[src/sv/idel_pkg.sv]
package idel_pkg;

  // Default list depth
  localparam int CAPACITY = 64;

  // Operation codes
  typedef enum logic [2:0] {
    OP_INS_HEAD = 3'd0,
    OP_INS_TAIL = 3'd1,
    OP_INS_AT   = 3'd2,
    OP_REM_HEAD = 3'd3,
    OP_REM_TAIL = 3'd4,
    OP_REM_AT   = 3'd5,
    OP_SEARCH   = 3'd6,
    OP_NONE     = 3'd7
  } op_t;

  // Result status codes
  localparam logic [1:0] ST_OK        = 2'd0;
  localparam logic [1:0] ST_BAD_INDEX = 2'd1;
  localparam logic [1:0] ST_EMPTY     = 2'd2;
  localparam logic [1:0] ST_FULL      = 2'd3;

  // Controller to datapath commands
  typedef struct packed {
    logic load;    // latch a new transaction
    logic step;    // advance the move / compare sweep
    logic finish;  // final write, count update, result load
  } cmd_t;

  // Datapath to controller status
  typedef struct packed {
    logic ins;     // accepted op is a valid insert
    logic rem;     // accepted op is a valid remove
    logic srch;    // accepted op is a search
    logic more;    // sweep still has entries to read
  } stat_t;

endpackage

[src/sv/indexed_double_ended_list_core.sv]
// Ordered list of up to CAPACITY signed 32-bit entries, numbered from the
// head. Input transactions carry op, index and value; each one returns a
// single result transaction with found, status and the count afterward.
// Both channels use valid/stall: a transaction moves on a clock edge with
// valid high and stall low.
// One transaction is worked at a time. Failing ops and the unused op
// code go straight to the result. An insert at k first moves entries k
// to the tail up one place, a remove at k moves the entries after k down
// one place, and a search compares every entry. The sweep moves or
// compares one entry per cycle, through one read and one write port of
// the entry memory. in_stall is high from accept until the
// result is loaded. A finished result waits in the output register while
// out_stall is high; the next input is taken once it is loaded.
// Reset (rst, synchronous) empties the list at once; no clearing pass.
// Entry contents are not reset.
module indexed_double_ended_list_core #(
  parameter int CAPACITY = idel_pkg::CAPACITY,
  localparam int CNT_W   = $clog2(CAPACITY + 1)
) (
  input  logic               clk,
  input  logic               rst,
  input  logic               in_valid,
  output logic               in_stall,
  input  logic [2:0]         op,
  input  logic [CNT_W-1:0]   index,
  input  logic signed [31:0] value,
  output logic               out_valid,
  input  logic               out_stall,
  output logic               found,
  output logic [1:0]         status,
  output logic [CNT_W-1:0]   count
);
  import idel_pkg::*;

  cmd_t  cmd;
  stat_t stat;

  idel_ctrl u_ctrl (
    .clk       (clk),
    .rst       (rst),
    .in_valid  (in_valid),
    .in_stall  (in_stall),
    .out_valid (out_valid),
    .out_stall (out_stall),
    .stat      (stat),
    .cmd       (cmd)
  );

  idel_datapath #(
    .CAPACITY (CAPACITY)
  ) u_dp (
    .clk    (clk),
    .rst    (rst),
    .op     (op),
    .index  (index),
    .value  (value),
    .cmd    (cmd),
    .stat   (stat),
    .found  (found),
    .status (status),
    .count  (count)
  );

endmodule

[src/sv/idel_ctrl.sv]
module idel_ctrl (
  input  logic             clk,
  input  logic             rst,
  input  logic             in_valid,
  output logic             in_stall,
  output logic             out_valid,
  input  logic             out_stall,
  input  idel_pkg::stat_t  stat,
  output idel_pkg::cmd_t   cmd
);
  import idel_pkg::*;

  typedef enum logic [2:0] {
    S_IDLE = 3'b001,
    S_SCAN = 3'b010,
    S_FIN  = 3'b100
  } state_t;

  state_t state, state_next;
  logic   out_valid_next;
  logic   slot_free;

  // Result register can take a new transaction
  assign slot_free = !out_valid || !out_stall;
  assign in_stall  = (state != S_IDLE);

  // Next state and commands
  always_comb begin
    state_next     = state;
    cmd            = '0;
    out_valid_next = out_valid && out_stall;
    case (state)
      S_IDLE: begin
        if (in_valid) begin
          cmd.load = 1'b1;
          if (stat.ins || stat.rem || stat.srch) begin
            state_next = S_SCAN;
          end else begin
            state_next = S_FIN;
          end
        end
      end
      S_SCAN: begin
        cmd.step = 1'b1;
        if (!stat.more) begin
          state_next = S_FIN;
        end
      end
      S_FIN: begin
        if (slot_free) begin
          cmd.finish     = 1'b1;
          out_valid_next = 1'b1;
          state_next     = S_IDLE;
        end
      end
      default: begin
        state_next = S_IDLE;
      end
    endcase
  end

  always_ff @(posedge clk) begin
    if (rst) begin
      state     <= S_IDLE;
      out_valid <= 1'b0;
    end else begin
      state     <= state_next;
      out_valid <= out_valid_next;
    end
  end

endmodule

[src/sv/idel_datapath.sv]
module idel_datapath #(
  parameter int CAPACITY = idel_pkg::CAPACITY,
  localparam int ADDR_W  = $clog2(CAPACITY),
  localparam int CNT_W   = $clog2(CAPACITY + 1)
) (
  input  logic               clk,
  input  logic               rst,
  input  logic [2:0]         op,
  input  logic [CNT_W-1:0]   index,
  input  logic signed [31:0] value,
  input  idel_pkg::cmd_t     cmd,
  output idel_pkg::stat_t    stat,
  output logic               found,
  output logic [1:0]         status,
  output logic [CNT_W-1:0]   count
);
  import idel_pkg::*;

  localparam logic [CNT_W-1:0] ONE = CNT_W'(1);
  localparam logic [CNT_W-1:0] CAP = CNT_W'(CAPACITY);

  logic signed [31:0] mem [CAPACITY];

  // Entry count and latched transaction
  logic [CNT_W-1:0]   entry_count;
  logic [CNT_W-1:0]   pos;
  logic [CNT_W-1:0]   ptr;
  logic signed [31:0] val;
  logic               k_ins, k_rem, k_srch;
  logic [1:0]         st;
  logic               hit;

  // Read pipeline
  logic signed [31:0] rdata;
  logic               pend;
  logic [ADDR_W-1:0]  pend_addr;

  // Decode of the incoming transaction
  logic               d_ins, d_rem, d_srch;
  logic [1:0]         d_st;
  logic [CNT_W-1:0]   d_pos;
  logic               full;

  assign full = (entry_count == CAP);

  always_comb begin
    d_ins  = 1'b0;
    d_rem  = 1'b0;
    d_srch = 1'b0;
    d_st   = ST_OK;
    d_pos  = '0;
    case (op_t'(op))
      OP_INS_HEAD: begin
        if (full) d_st = ST_FULL;
        else d_ins = 1'b1;
      end
      OP_INS_TAIL: begin
        d_pos = entry_count;
        if (full) d_st = ST_FULL;
        else d_ins = 1'b1;
      end
      OP_INS_AT: begin
        d_pos = index;
        if (index > entry_count) d_st = ST_BAD_INDEX;
        else if (full) d_st = ST_FULL;
        else d_ins = 1'b1;
      end
      OP_REM_HEAD: begin
        if (entry_count == '0) d_st = ST_EMPTY;
        else d_rem = 1'b1;
      end
      OP_REM_TAIL: begin
        d_pos = entry_count - ONE;
        if (entry_count == '0) d_st = ST_EMPTY;
        else d_rem = 1'b1;
      end
      OP_REM_AT: begin
        d_pos = index;
        if (index >= entry_count) d_st = ST_BAD_INDEX;
        else d_rem = 1'b1;
      end
      OP_SEARCH: begin
        d_srch = 1'b1;
      end
      default: begin
      end
    endcase
  end

  // Sweep control: address to read next and whether one remains
  logic [CNT_W:0]    ptr_inc;
  logic              more;
  logic [CNT_W-1:0]  rd_ptr;
  logic [CNT_W-1:0]  ptr_next;

  assign ptr_inc = {1'b0, ptr} + {1'b0, ONE};

  always_comb begin
    more     = 1'b0;
    rd_ptr   = ptr;
    ptr_next = ptr;
    if (k_ins) begin
      more     = (ptr > pos);
      rd_ptr   = ptr - ONE;
      ptr_next = ptr - ONE;
    end else if (k_rem) begin
      more     = (ptr_inc < {1'b0, entry_count});
      rd_ptr   = ptr_inc[CNT_W-1:0];
      ptr_next = ptr_inc[CNT_W-1:0];
    end else if (k_srch) begin
      more     = (ptr < entry_count);
      rd_ptr   = ptr;
      ptr_next = ptr_inc[CNT_W-1:0];
    end
  end

  assign stat.ins  = d_ins;
  assign stat.rem  = d_rem;
  assign stat.srch = d_srch;
  assign stat.more = more;

  // Memory write port: moves during the sweep, new value at finish
  logic               we;
  logic [ADDR_W-1:0]  waddr;
  logic signed [31:0] wdata;

  always_comb begin
    we    = 1'b0;
    waddr = pend_addr;
    wdata = rdata;
    if (cmd.step && pend && !k_srch) begin
      we = 1'b1;
    end else if (cmd.finish && k_ins) begin
      we    = 1'b1;
      waddr = pos[ADDR_W-1:0];
      wdata = val;
    end
  end

  always_ff @(posedge clk) begin
    if (we) begin
      mem[waddr] <= wdata;
    end
    if (cmd.step && more) begin
      rdata <= mem[rd_ptr[ADDR_W-1:0]];
    end
  end

  // Transaction registers and sweep pipeline
  always_ff @(posedge clk) begin
    if (cmd.load) begin
      k_ins  <= d_ins;
      k_rem  <= d_rem;
      k_srch <= d_srch;
      st     <= d_st;
      pos    <= d_pos;
      val    <= value;
      hit    <= 1'b0;
      pend   <= 1'b0;
      if (d_ins) ptr <= entry_count;
      else if (d_rem) ptr <= d_pos;
      else ptr <= '0;
    end else if (cmd.step) begin
      if (pend && k_srch && (rdata == val)) begin
        hit <= 1'b1;
      end
      pend      <= more;
      pend_addr <= ptr[ADDR_W-1:0];
      if (more) begin
        ptr <= ptr_next;
      end
    end
  end

  // Entry count
  always_ff @(posedge clk) begin
    if (rst) begin
      entry_count <= '0;
    end else if (cmd.finish) begin
      if (k_ins) entry_count <= entry_count + ONE;
      else if (k_rem) entry_count <= entry_count - ONE;
    end
  end

  // Result register
  always_ff @(posedge clk) begin
    if (cmd.finish) begin
      found  <= hit;
      status <= st;
      if (k_ins) count <= entry_count + ONE;
      else if (k_rem) count <= entry_count - ONE;
      else count <= entry_count;
    end
  end

endmodule
[config.mk]
export PLATFORM = sky130hd
export DESIGN_NAME = indexed_double_ended_list_core
export DESIGN_NICKNAME = d
export VERILOG_FILES = /design/src/sv/idel_pkg.sv /design/src/sv/indexed_double_ended_list_core.sv /design/src/sv/idel_ctrl.sv /design/src/sv/idel_datapath.sv
export SDC_FILE = /design/constraint.sdc
export NUM_CORES = 2
export LEC_CHECK = 0
export BUFFER_PORTS_ARGS = -buffer_cell sky130_fd_sc_hd__buf_2
export CAP_MARGIN = 25
export CORE_ASPECT_RATIO = 1.1
export CORE_UTILIZATION = 25
export CTS_CLUSTER_DIAMETER = 80
export CTS_CLUSTER_SIZE = 14
export DETAILED_ROUTE_END_ITERATION = 6
export PLACE_DENSITY = 0.39
export SKIP_LAST_GASP = 1
export SYNTH_ARGS = -nofsm -noshare
export SYNTH_HDL_FRONTEND = slang
export SYNTH_SLANG_ARGS = --single-unit
[constraint.sdc]
create_clock -name clk -period 6.05 [get_ports clk]
set_input_delay 0.9075 -clock clk [delete_from_list [all_inputs] [get_ports clk]]
set_output_delay 0.9075 -clock clk [all_outputs]
set_load 0.02 [all_outputs]
### Word-level counts from Yosys, hierarchy flattened

Memories as Yosys holds them, arrays and structs flattened. A register that Yosys moved wholly into a read port is not among the register bits.
Index checks and enable logic that the tools add are counted.

| word-level totals | value |
|---|---|
| output and inout port bits | 12 |
| register bits after elaboration | 80 |
| memories | 1 |
| memory bits (writable) | 2048 |
| input bits | 46 |

| cells by class | value |
|---|---|
| equality and inequality tests | 15 |
| reductions and logical operators | 25 |
| mux-type cells | 48 |
| bitwise gates (word level) | 1 |
| add/subtract/negate cells | 4 |
| magnitude comparators | 5 |

Memory list:

| name | words | width | read ports | clocked after Yosys merged registers in | wr ports | line | source |
|---|---|---|---|---|---|---|---|
| u_dp.mem | 64 | 32 | 1 | 1 | 1 | idel_datapath.sv:22 | `logic signed [31:0] mem [CAPACITY];` |

Operators by type and width:

| kind | count |
|---|---|
| 7-bit two-way mux | 10 |
| 32-bit two-way mux | 2 |
| 32-bit == test | 1 |
| 6-bit two-way mux | 4 |
| 7-bit case mux with 3 select lines | 1 |
| 1-bit two-way mux | 20 |
| 7-bit greater-than comparator | 2 |
| 7-bit by 1-bit subtractor with 7-bit output (second input constant) | 2 |
| 3-bit == test (second input constant) | 4 |
| 3-bit two-way mux | 4 |
| 3-bit by 2-bit == test with 1-bit output (second input constant) | 3 |
| 3-bit case mux with 3 select lines | 1 |
| 7-bit by 1-bit adder with 8-bit output (second input constant) | 1 |
| 8-bit by 7-bit less-than comparator with 1-bit output | 1 |
| 2-bit case mux with 4 select lines | 1 |
| 7-bit by 1-bit adder with 7-bit output (second input constant) | 1 |
| 7-bit == test (second input constant) | 1 |
| 7-bit greater-or-equal comparator | 1 |
| 1-bit logical AND | 7 |
| 7-bit zero test | 1 |
| 7-bit less-than comparator | 1 |
| 3-bit by 1-bit == test with 1-bit output (second input constant) | 2 |
| 2-bit two-way mux | 3 |
| 3-bit AND reduction | 2 |
| other kinds (12) | 22 |

### Logic depth before layout (Yosys ltp)

| logic depth | value |
|---|---|
| depth after elaboration | 9 |
| gate-level depth with buffers | 14 |
| depth with buffers taken out | 10 |

### Hierarchy

A second synthesis with hierarchy kept.

| unflattened totals | value |
|---|---|
| cells, all modules | 5915 |
| area total of the unflattened synthesis | 86486.7 µm² |

Modules (own cells, without submodules):

| module | area each (µm²) | times used | sequential area each (µm²) | cells an instance |
|---|---|---|---|---|
| idel_datapath | 86240.2 | 1 | 64652.0 | 5885 |
| idel_ctrl | 246.5 | 1 | 80.1 | 30 |

### Worst setup path before layout

OpenSTA, ideal clock, no wires.

| path | value |
|---|---|
| path type | reg2reg |
| start | register u_dp.entry_count[1] |
| end | register u_dp.ptr[0], enable pin |
| path slack | 1.585 ns |
| stages on the path, launching flop included | 10 |
| buffers on the path | 1 |
| arrival time | 4.153 ns |
| cell sequence | dfxtp_1 -> clkbuf_1 -> inv_1 -> ha_1 -> a21o_1 -> a21o_1 -> a2111oi_0 -> o2111ai_1 -> a31oi_1 -> or2_2 |

| between the ends | value |
|---|---|
| word-level cells in the longest chain between the ends | 6 |
| elaborated cells on any way between the ends | 7 |
| those cells by class | order compare: 2; mux: 3; reduce/logical: 2 |

Ends and longest elaborated chain:

| what | line | source |
|---|---|---|
| start: declaration | idel_datapath.sv:25 | `logic [CNT_W-1:0] entry_count;` |
| start signal: assignment | idel_datapath.sv:180 | `if (k_ins) entry_count <= entry_count + ONE;` |
| start signal: assignment | idel_datapath.sv:181 | `else if (k_rem) entry_count <= entry_count - ONE;` |
| 7-bit less-than comparator | idel_datapath.sv:111 | `more = (ptr < entry_count);` |
| 1-bit two-way mux | idel_datapath.sv:110 | `end else if (k_srch) begin` |
| 1-bit two-way mux * | idel_datapath.sv:106 | `end else if (k_rem) begin` |
| 1-bit two-way mux * | idel_datapath.sv:102 | `if (k_ins) begin` |
| 2-bit nonzero test (no source line) * | - |  |
| 3-bit AND reduction (no source line) * | - |  |
| end signal: assignment | idel_datapath.sv:160 | `if (d_ins) ptr <= entry_count;` |
| end signal: assignment | idel_datapath.sv:161 | `else if (d_rem) ptr <= d_pos;` |
| end signal: assignment | idel_datapath.sv:170 | `ptr <= ptr_next;` |
| end: declaration | idel_datapath.sv:27 | `logic [CNT_W-1:0] ptr;` |

Mark *: on every way between the ends. The rest lies on a longest branch, timed or not.
A chain may end at the register's enable or synchronous reset.

==> results.ini <==
[power]
ir_drop_uv = 211
powerDensity_nw_per_um2 = 359
seqPwrFrac_pct = 46.9
internal_power_uw = 24800
pwr-share-comb_pct = 22.1
switching_share_pct = 29.9
p_leak_uw = 0.0317
clock_power_share_pct = 31.0
switching_power_uw = 10600

[synth]
synthAdderAreaFrac_pct = 0.452
ys_warn_count = 0
ys_seq_area_share_pct = 75.4
synth_compound_area_share_pct = 3.59
syn_area_um2 = 85900
synth-simple-area-share_pct = 7.24
synth.distinct_cells = 79
avgSynthCellArea_um2 = 16.9
synth_nets = 5169
synth-edff-count = 2147
synth-xor-area-share_pct = 0.616
synthCells = 5092
ys_async_sr_fraction_pct = 0
synth_top_family_by_area = multiplexers
yosys_most_used_dff = edfxtp_1
synth.area.mux_share_pct = 10.9
ys_ff_latch = 2160

[drt]
vias = 45900
wirelength_um = 264000
routedWlPerCell_um = 26.9
avgViaCountPerCell = 4.66
drtIter0Drc = 3749
dr.pass1.iters = 5
postRouteAntennaNets = 0
drcViolationCount = 0

[setup_path]
critical_path_buf_inv_count = 2
rrSetupSlack_ns = 1.09
reg2reg_depth = 9
worstReg2RegEnd = u_dp.mem[51][22]
cp.arrival_ns = 5.51
r2r-start = u_ctrl.state[2]
crit_fanout = 25
crit_chain = or3b_1 -> nand2b_1 -> inv_2 -> nand2_2 -> nor3_1 -> nor2_1 -> nand2b_1 -> nor2_4 -> buf_4
cpPeakStageDelay_ns = 0.76
cp_slowest_cell = nor2_4
endpoint_kind = register
cp_common_cell = nand2b_1
criticalPathCategory = reg -> reg
required_ns = 6.60
cp_top_family = simple AND/OR/NAND/NOR gates
critPathLaunchType = register

[place]
dp_hpwl_um = 159000
portBuffers = 57
place_congestion = 0.809

[clock_network]
clkLatencyLatePin_ns = 0.87
htreeDepth = 4
holdBufCountCts = 0
clk_pin_slew_ns = 0.07
cts_resized = 0
root_buffer = clkbuf_16
cts_sinks = 2160
cts_tree = yes
cts_buffers = 181
post_cts_buffers = 0
ctsLongestPathBuffers = 4

[layout]
area_growth_pct = 14.6
nNetsFinal = 5322
drive_gt1_share_pct = 15.3
final_cell_mix = edfxtp_1 (2147), nand2_1 (735), mux2i_1 (476)
layout.cells.most_common = edfxtp_1
fin_util_pct = 28.8
fill_cells = 33800

[die]
rows = 225
core_um2 = 341000
die_w_um = 561
pin_count = 58
start_util_pct = 25.1
dieArea_um2 = 346000
die_h_um = 617

[timing]
fmax_mhz = 202
setup_viol = 0
rsz0062_at_grt = false
setup_tns_ns = 0
min_period_ns = 4.96
finClkSkew_ns = 0.0442
slew_viol_final = 0
hold_viol_final = 0
period_share_pct = 82.0
maxSlewHeadroom_pct = 26.8
worst_slew_pin_slew_ns = 1.10

[hold_path]
min_from = value[26]
hold_class = in -> reg
hold_path_end = u_dp.val[26]
holdPathStages = 1

[run_status]
status = completed

[grt]
grt_pass1_wl_um = 368000
grt_pass1_vias = 45700
grt_max_degree = 104
overflow = 0
track_usage_pct = 14.9
antenna_found_initial = 22

[flow_run]
drv_cap = 0

==> metrics by stage <==
step / instance area (µm²) / setup slack, ns / hold slack [ns] / instances / total power (µW)
2_1_floorplan: 85900 / 1.58 / 0.400 / 5092 / 21900
3_3_place_gp: 93100 / 0.828 / 0.410 / 9588 / 24800
3_5_place_dp: 93200 / 0.816 / 0.411 / 9594 / 24900
4_1_cts: 98200 / 1.11 / 0.119 / 9821 / 35900
5_1_grt: 98400 / 0.854 / 0.153 / 9830 / 36700
6_report: 98400 / 1.09 / 0.206 / 9838 / 35300
==> Yosys cell counts (4+ instances only) <==
cell type	n	area (µm²)
buf_1	17	63.8
or3_1	4	25.0
a22oi_1	99	743
xnor2_1	18	158
a31oi_1	6	37.5
a32oi_1	97	850
clkbuf_1	114	428
nand2_1	769	2890
nand4_1	40	250
o22ai_1	65	407
xnor2_2	4	65.1
nand2b_1	17	106
ha_1	31	388
nor2_1	98	368
mux2i_1	476	4760
o211ai_1	5	37.5
nor4_1	7	43.8
buf_6	15	169
inv_1	26	97.6
nor2b_1	4	25.0
and3_1	4	25.0
o21ai_0	76	380
and4_1	33	289
buf_4	24	180
nor3_1	18	90.1
nand3_1	387	1940
o21a_1	4	30.0
xor2_1	35	307
a21oi_1	26	130
a21o_1	11	82.6
edfxtp_1	2147	64500
dfxtp_1	13	260
mux4_2	201	4530
o21ai_1	21	105
buf_2	121	606
==> registers in the layout (all words and copies together), names as in the netlist, 2 cells and up <==
| signal | count |
|---|---|
| u_dp.ptr | 7 |
| u_ctrl.state | 3 |
| u_dp.val | 32 |
| u_dp.pos | 7 |
| u_dp.count | 7 |
| u_dp.pend_addr | 6 |
| u_dp.rdata | 32 |
| u_dp.st | 2 |
| u_dp.entry_count | 7 |
| u_dp.mem | 2048 |
| u_dp.status | 2 |
==> per-layer routing <==
| layer | vias to the layer above | part of all wire [%] | global-route usage, % |
|---|---|---|---|
| li1 | 20200 | - | - |
| met1 | 24300 | 47 | 21.3 |
| met2 | 1086 | 47 | 24.2 |
| met3 | 286 | 4.4 | 1.71 |
| met4 | 0 | 2.2 | 3.55 |
| met5 | - | 0 | 0 |
==> kinds of logic after synthesis <==
| logic type | count (synthesis) |
|---|---|
| multiplexers | 679 |
| adder cells (fa/ha/maj) | 31 |
| AO/OA/AOI/OAI | 441 |
| buffers and inverters | 323 |
| XOR/XNOR | 57 |
| AND/OR/NAND/NOR | 1401 |
| flip-flops | 2160 |
==> power groups by stage <==
stage               Clock (µW)  Combinational [µW]  Sequential (µW)
floorplan                    0                5020            16800
global placement             0                7920            16900
detailed placement           0                7960            16900
CTS                      11300                7980            16600
global route             11800                8380            16600
finish                   11000                7800            16600
==> cell type report <==
class	instances	area [µm²]	area share, %
Antenna cell	9	22.5	0.0229
Clock buffer	200	4650	4.73
Clock inverter	27	307	0.312
Inverter	29	110	0.112
Multi-Input combinational cell	2609	20400	20.7
Sequential cell	2160	64700	65.8
Tap cell	4540	5680	5.77
Timing Repair Buffer	264	2520	2.56
==> worst max path at each step <==
stage,startpoint,end,slack [ns],depth (start not counted)
5_1_grt,u_ctrl.state[2],u_dp.mem[51][29],0.85,9
3_3_place_gp,out_stall,u_dp.mem[51][26],0.83,10
3_5_place_dp,out_stall,u_dp.mem[63][9],0.82,11
2_1_floorplan,u_dp.entry_count[1],u_dp.ptr[0],1.58,9
6_report,u_ctrl.state[2],u_dp.mem[51][22],1.09,9
4_1_cts,u_ctrl.state[2],u_dp.mem[51][18],1.11,9
==> worst register-to-register path, stage by stage (launching register included) <==
cell and delay [ns]:
dfxtp_1 0.44, or3b_1 0.41, nand2b_1 0.37, inv_2 0.36, nand2_2 0.48, nor3_1 0.48
nor2_1 0.28, nand2b_1 0.63, nor2_4 0.77, buf_4 0.42
Power figures use the tool's default switching activity.
